==> src/rtl/core/cmr_pkg.sv <==
// ============================================================================
// cmr_pkg: shared types and constants of the curveball matrix randomizer
// Mode codes, register indexes, controller states and the command/status
// structs that join the controller to the datapath.
// ============================================================================
package cmr_pkg;

    // matrix geometry, fixed by the 8-bit row index and 64-bit row bitmap
    localparam int NUM_ROWS = 256;
    localparam int NUM_COLS = 64;

    localparam int ModeWidth = 2;
    localparam int IdxWidth  = 8;
    localparam int CntWidth  = 24;
    localparam int CfgIdxWidth = 1;

    typedef enum logic [1:0] {
        MODE_WRITE = 2'd0,
        MODE_READ  = 2'd1,
        MODE_TRADE = 2'd2,
        MODE_NONE  = 2'd3
    } mode_t;

    localparam logic [CfgIdxWidth-1:0] REG_ROWS_IN_USE = 1'd0;
    localparam logic [CfgIdxWidth-1:0] REG_SEED        = 1'd1;

    typedef enum logic [4:0] {
        ST_IDLE,
        ST_WRITE,
        ST_READ,
        ST_READ_WAIT,
        ST_TRADE_START,
        ST_DRAW_A,
        ST_DRAW_B,
        ST_FETCH_A,
        ST_FETCH_B,
        ST_FETCH_WAIT,
        ST_CHECK,
        ST_POOL,
        ST_SHUF_DRAW,
        ST_SHUF_MUL,
        ST_SHUF_RD,
        ST_SHUF_WR,
        ST_BUILD,
        ST_BUILD_WAIT,
        ST_STORE_A,
        ST_STORE_B,
        ST_TRADE_NEXT,
        ST_DONE
    } state_t;

    // controller -> datapath
    typedef struct packed {
        logic load_item;     // capture input item
        logic row_write;     // write item row into store
        logic row_read;      // read item row from store
        logic read_out;      // latch read data into row_out
        logic trade_init;    // clamp rows, load trade counter
        logic step_rng;      // advance generator
        logic mul_n;         // product with row count
        logic take_a;        // latch product as row a
        logic take_b;        // latch product as row b
        logic fetch_a;       // read row a
        logic fetch_b;       // read row b
        logic latch_a;       // latch read data as ra
        logic latch_b;       // latch read data as rb
        logic pool_step;     // scan one column into pool
        logic shuf_mul;      // product with m-i
        logic shuf_rd;       // read pool[i], pool[j]
        logic shuf_wr;       // swap and advance i
        logic build_rd;      // read pool[i] for rebuild
        logic build_step;    // merge one column bit
        logic store_a;       // write na
        logic store_b;       // write nb
        logic count_change;  // trade reassigned
        logic trade_dec;     // one trade done
        logic clear_out;     // zero outputs
    } cmd_t;

    // datapath -> controller
    typedef struct packed {
        logic  [ModeWidth-1:0] mode;
        logic  runs_left;     // trades_left nonzero
        logic  rows_equal;    // a == b
        logic  has_unique;    // both rows have unique columns
        logic  pool_done;     // column scan finished
        logic  shuf_done;     // i reached la
        logic  build_done;    // i reached m
    } status_t;

endpackage

==> src/rtl/core/cmr_ctrl.sv <==
// ============================================================================
// cmr_ctrl: sequencing controller
// Steps each item through write, read or a run of curveball trades; mode 3 goes straight to the result.
// ============================================================================
module cmr_ctrl (
    input  logic              clk,
    input  logic              rst_n,
    input  logic              in_valid,
    output logic              in_ready,
    output logic              out_valid,
    input  logic              out_ready,
    input  cmr_pkg::status_t  sts,
    output cmr_pkg::cmd_t     cmd
);

    cmr_pkg::state_t state_reg, state_next;

    // state register
    always_ff @(posedge clk or negedge rst_n)
    begin
        if (!rst_n)
            state_reg <= cmr_pkg::ST_IDLE;
        else
            state_reg <= state_next;
    end

    // next state
    always_comb
    begin
        state_next = state_reg;
        unique case (state_reg)
            cmr_pkg::ST_IDLE:
            begin
                if (in_valid)
                begin
                    unique case (sts.mode)
                        cmr_pkg::MODE_WRITE: state_next = cmr_pkg::ST_WRITE;
                        cmr_pkg::MODE_READ:  state_next = cmr_pkg::ST_READ;
                        cmr_pkg::MODE_TRADE: state_next = cmr_pkg::ST_TRADE_START;
                        default:             state_next = cmr_pkg::ST_DONE;
                    endcase
                end
            end
            cmr_pkg::ST_WRITE:       state_next = cmr_pkg::ST_DONE;
            cmr_pkg::ST_READ:        state_next = cmr_pkg::ST_READ_WAIT;
            cmr_pkg::ST_READ_WAIT:   state_next = cmr_pkg::ST_DONE;
            cmr_pkg::ST_TRADE_START: state_next = cmr_pkg::ST_TRADE_NEXT;
            cmr_pkg::ST_TRADE_NEXT:
                state_next = sts.runs_left ? cmr_pkg::ST_DRAW_A : cmr_pkg::ST_DONE;
            cmr_pkg::ST_DRAW_A:      state_next = cmr_pkg::ST_DRAW_B;
            cmr_pkg::ST_DRAW_B:      state_next = cmr_pkg::ST_FETCH_A;
            cmr_pkg::ST_FETCH_A:
                state_next = sts.rows_equal ? cmr_pkg::ST_DRAW_A : cmr_pkg::ST_FETCH_B;
            cmr_pkg::ST_FETCH_B:     state_next = cmr_pkg::ST_FETCH_WAIT;
            cmr_pkg::ST_FETCH_WAIT:  state_next = cmr_pkg::ST_CHECK;
            cmr_pkg::ST_CHECK:
                state_next = sts.has_unique ? cmr_pkg::ST_POOL : cmr_pkg::ST_TRADE_NEXT;
            cmr_pkg::ST_POOL:
                state_next = sts.pool_done ? cmr_pkg::ST_SHUF_DRAW : cmr_pkg::ST_POOL;
            cmr_pkg::ST_SHUF_DRAW:
                state_next = sts.shuf_done ? cmr_pkg::ST_BUILD : cmr_pkg::ST_SHUF_MUL;
            cmr_pkg::ST_SHUF_MUL:    state_next = cmr_pkg::ST_SHUF_RD;
            cmr_pkg::ST_SHUF_RD:     state_next = cmr_pkg::ST_SHUF_WR;
            cmr_pkg::ST_SHUF_WR:     state_next = cmr_pkg::ST_SHUF_DRAW;
            cmr_pkg::ST_BUILD:
                state_next = sts.build_done ? cmr_pkg::ST_STORE_A : cmr_pkg::ST_BUILD_WAIT;
            cmr_pkg::ST_BUILD_WAIT:  state_next = cmr_pkg::ST_BUILD;
            cmr_pkg::ST_STORE_A:     state_next = cmr_pkg::ST_STORE_B;
            cmr_pkg::ST_STORE_B:     state_next = cmr_pkg::ST_TRADE_NEXT;
            cmr_pkg::ST_DONE:        if (out_ready) state_next = cmr_pkg::ST_IDLE;
            default:                 state_next = cmr_pkg::ST_IDLE;
        endcase
    end

    // outputs
    always_comb
    begin
        cmd       = '0;
        in_ready  = 1'b0;
        out_valid = 1'b0;
        unique case (state_reg)
            cmr_pkg::ST_IDLE:
            begin
                in_ready      = 1'b1;
                cmd.load_item = in_valid;
                cmd.clear_out = in_valid;
            end
            cmr_pkg::ST_WRITE:       cmd.row_write = 1'b1;
            cmr_pkg::ST_READ:        cmd.row_read = 1'b1;
            cmr_pkg::ST_READ_WAIT:   cmd.read_out = 1'b1;
            cmr_pkg::ST_TRADE_START: cmd.trade_init = 1'b1;
            cmr_pkg::ST_DRAW_A:
            begin
                cmd.step_rng = 1'b1;
                cmd.mul_n    = 1'b1;
            end
            cmr_pkg::ST_DRAW_B:
            begin
                cmd.take_a   = 1'b1;
                cmd.step_rng = 1'b1;
                cmd.mul_n    = 1'b1;
            end
            cmr_pkg::ST_FETCH_A:
            begin
                cmd.take_b  = 1'b1;
                cmd.fetch_a = 1'b1;
            end
            cmr_pkg::ST_FETCH_B:
            begin
                cmd.fetch_b = 1'b1;
                cmd.latch_a = 1'b1;
            end
            cmr_pkg::ST_FETCH_WAIT:  cmd.latch_b = 1'b1;
            cmr_pkg::ST_CHECK:
            begin
                cmd.trade_dec    = !sts.has_unique;
                cmd.count_change = sts.has_unique;
            end
            cmr_pkg::ST_POOL:        cmd.pool_step = 1'b1;
            cmr_pkg::ST_SHUF_DRAW:   cmd.step_rng = !sts.shuf_done;
            cmr_pkg::ST_SHUF_MUL:    cmd.shuf_mul = 1'b1;
            cmr_pkg::ST_SHUF_RD:     cmd.shuf_rd = 1'b1;
            cmr_pkg::ST_SHUF_WR:     cmd.shuf_wr = 1'b1;
            cmr_pkg::ST_BUILD:       cmd.build_rd = !sts.build_done;
            cmr_pkg::ST_BUILD_WAIT:  cmd.build_step = 1'b1;
            cmr_pkg::ST_STORE_A:     cmd.store_a = 1'b1;
            cmr_pkg::ST_STORE_B:
            begin
                cmd.store_b   = 1'b1;
                cmd.trade_dec = 1'b1;
            end
            cmr_pkg::ST_TRADE_NEXT:  ;
            cmr_pkg::ST_DONE:        out_valid = 1'b1;
            default:                 ;
        endcase
    end

    // a beat is only offered to the input while nothing is in flight
    a_ready_idle: assert property (@(posedge clk) disable iff (!rst_n)
        in_ready |-> (state_reg == cmr_pkg::ST_IDLE))
        else $error("in_ready outside idle");
    a_result_held: assert property (@(posedge clk) disable iff (!rst_n)
        (out_valid && !out_ready) |=> out_valid)
        else $error("result dropped while stalled");
    a_store_pair: assert property (@(posedge clk) disable iff (!rst_n)
        cmd.store_a |=> cmd.store_b)
        else $error("row a stored without row b");

endmodule

==> config.mk <==
export PLATFORM = sky130hd
export DESIGN_NAME = cmr_ctrl
export DESIGN_NICKNAME = d
export VERILOG_FILES = /design/src/rtl/core/cmr_pkg.sv /design/src/rtl/core/cmr_ctrl.sv
export SDC_FILE = /design/constraint.sdc
export NUM_CORES = 1
export LEC_CHECK = 0
export BUFFER_PORTS_ARGS = -buffer_cell sky130_fd_sc_hd__buf_2
export CORE_MARGIN = 2
export CORE_UTILIZATION = 35
export CTS_CLUSTER_SIZE = 12
export DETAILED_ROUTE_END_ITERATION = 10
export HOLD_SLACK_MARGIN = 0.1
export PLACE_DENSITY = 0.67
export SETUP_SLACK_MARGIN = 0.15
export SLEW_MARGIN = 10
export SYNTH_ARGS = -nofsm -noshare
export SYNTH_HDL_FRONTEND = slang
export SYNTH_SLANG_ARGS = --single-unit
==> constraint.sdc <==
create_clock -name clk -period 1.6 [get_ports clk]
set_input_delay 0.16 -clock clk [delete_from_list [all_inputs] [get_ports clk]]
set_output_delay 0.16 -clock clk [all_outputs]
set_load 0.01 [all_outputs]
==> results.tsv <==
metric	value	unit
status	complete, but fails checks	
violations	setup timing	
start_util	36.39	%
clkLatencyLatePin	0.24	ns
routed_via_density	5.319	
grt_start_max_net_pins	17	
drive_gt1_share	57.95	%
clock_skew	0.002183	ns
timing.fmax	574.6	MHz
holdPathStages	2	
irDropWorstVdd	1.149	mV
die_h	51.50	um
cts-buffers-inserted	3	
drtIter0Drc	29	
syn_avg_cell_area	6.691	um^2
hpwl	1955	um
dieArea	2652	um^2
min_period	1.740	ns
antennaDiodeCount	0	
synth_fa_ha_area_share	4.754	%
syn2layout_area_growth	76.86	%
synth_seq_cells	5	
r2r_setup_slack	-0.03	ns
timing_worst_slew_pin_value	0.2993	ns
reg2reg_to	state_reg[2]	
fin_ws	-0.1405	ns
synth_edf_count	0	
synth-main-ff-cell	dfrtp_1	
core	2170	um^2
syn_nets	133	
ys_seq_area_share	15.85	%
final_common_cell	buf_2	
fill_cells	180	
cts_tree	built	
maxSlewHeadroom	79.92	%
yosysUniqueCellTypes	38	
place_congestion	0.9001	
drc	0	
layout_common_cells	buf_2, buf_4, nor2_1	
hold_violations	0	
row_count	17	
power_density	1700	nW/um^2
largest_register_ffs	5	
vias	1085	
startpoint_type	register	
routed_wl	2966	um
grt_antenna_before_repair	0	
final-max-slew-violation-count	0	
hold_end	state_reg[3]	
yosysWarningCount	0	
clock-sinks	5	
die-width	51.50	um
r2r_cells	4	
synth_top_family_by_area	simple AND/OR/NAND/NOR gates	
cp_max_fo	5	
p_leak	0.6727	nW
yosys-mux-area-fraction	1.426	%
synth-simple-area-share	37.72	%
place_ws	0.02654	ns
fin_nets	192	
critPathCaptureType	output pin	
hold_path_class	in2reg	
syn-instance-count	118	
grt_pass1_wl	4319	um
cap_viol_max_count	0	
synth-xor-area-share	1.109	%
rsz0062_at_grt	true	
criticalPathCategory	reg2out	
drt_first_pass_iters	4	
synthArstFlopShare	100.0	%
hold_start	sts[4]	
syn_area	789.5	um^2
grt_pass1_vias	980	
cts_max_level	1	
timing.rr.start	state_reg[4]	
avgRoutedWirePerCell	14.54	um
track_usage	21.14	%
portBuffers	37	
synth_compound_area_share	26.31	%
required	1.44	ns
io_pins	38	
period_share	108.8	%
cts_buffer_depth	2	
cts_root_buffer	clkbuf_4	
total_power	2.373	mW
antenna_left	0	
setup_viol	19	
clk_pin_slew	0.05	ns
overflow	0	
crit_arrival	1.58	ns
==> power by group <==
part | total, mW | switching, mW | internal, mW
Combinational | 1.95 | 0.980 | 0.966
Clock | 0.146 | 0.0516 | 0.0943
Sequential | 0.280 | 0.0947 | 0.186
Total | 2.37 | 1.13 | 1.25
==> cells by family after synthesis <==
group           count (synthesis)
simple gates                   58
compound gates                 31
buf+inv                        19
flops                           5
fa+ha+maj                       3
xor+xnor                        1
mux                             1
==> synthesized netlist by cell type (2+ instances only) <==
cell type,number,area [um^2]
buf_4,3,22.52
o21ai_0,9,45.04
o22ai_1,2,12.51
clkbuf_1,4,15.01
dfrtp_1,5,125.1
buf_2,3,15.01
nor3_1,3,15.01
nor2b_1,7,43.79
or3_1,2,12.51
or3b_2,2,17.52
buf_6,2,22.52
nand2_1,6,22.52
inv_1,7,26.28
ha_1,3,37.54
nand3b_1,4,30.03
nand2b_1,2,12.51
a21oi_1,7,35.03
a22oi_1,3,22.52
nor2_1,25,93.84
==> critical path, stage by stage (launching register included) <==
cell and delay, ns:
dfrtp_1 0.42, buf_6 0.16, or3_4 0.39, nor2_4 0.10, and2_4 0.15, buf_2 0.12
==> cell type report <==
type / instances / area, um^2 / share of cell area (%)
Tap cell: 28 / 35.03 / 2.509
Sequential cell: 5 / 127.6 / 9.140
Inverter: 7 / 28.78 / 2.061
Timing Repair Buffer: 66 / 483.0 / 34.59
Multi-Input combinational cell: 94 / 695.7 / 49.82
Clock buffer: 4 / 26.28 / 1.882
==> per-stage QoR <==
stage | area, um^2 | hold slack [ns] | setup TNS, ns | util (%) | instances
2_1_floorplan | 803.3 | -0.1356 | 0 | - | 118
3_3_place_gp | 1059 | -0.02734 | 0 | 48.79 | 184
3_5_place_dp | 1059 | -0.02362 | 0 | 48.79 | 184
4_1_cts | 1299 | 0.1426 | -0.6366 | 59.86 | 202
5_1_grt | 1396 | 0.1591 | -1.799 | 64.36 | 204
6_report | 1396 | 0.1495 | -1.175 | 64.36 | 204
==> worst max-delay path by stage <==
stage               cells after the start  slack, ns      endpoint          from
finish                                  5      -0.14        cmd[0]  state_reg[4]
global placement                        4       0.06  state_reg[2]  state_reg[2]
global route                            5      -0.18        cmd[0]  state_reg[3]
floorplan                               6       0.01  state_reg[2]  state_reg[0]
CTS                                     4       -0.1        cmd[6]  state_reg[4]
detailed placement                      4       0.03  state_reg[2]  state_reg[2]
==> repair_timing <==
item,CTS,global route
endpoints found under the setup margin,29,31
hold buffers,1,0
pin swaps,12,7
cloned,1,0
resized for setup,31,22
hold endpoints to repair,5,0
setup buffers,12,2
==> metal layers <==
| metal | up-vias | global-route usage [%] | part of all wire (%) | wire length [um] |
|---|---|---|---|---|
| met3 | 0 | 1.149 | 8.2 | 242 |
| li1 | 524 | - | - | - |
| met4 | 0 | 2.632 | 0 | 0 |
| met2 | 58 | 39.74 | 52 | 1528 |
| met5 | - | 0 | 0 | 0 |
| met1 | 503 | 27.14 | 40 | 1195 |
Power figures use the tool's default switching activity.
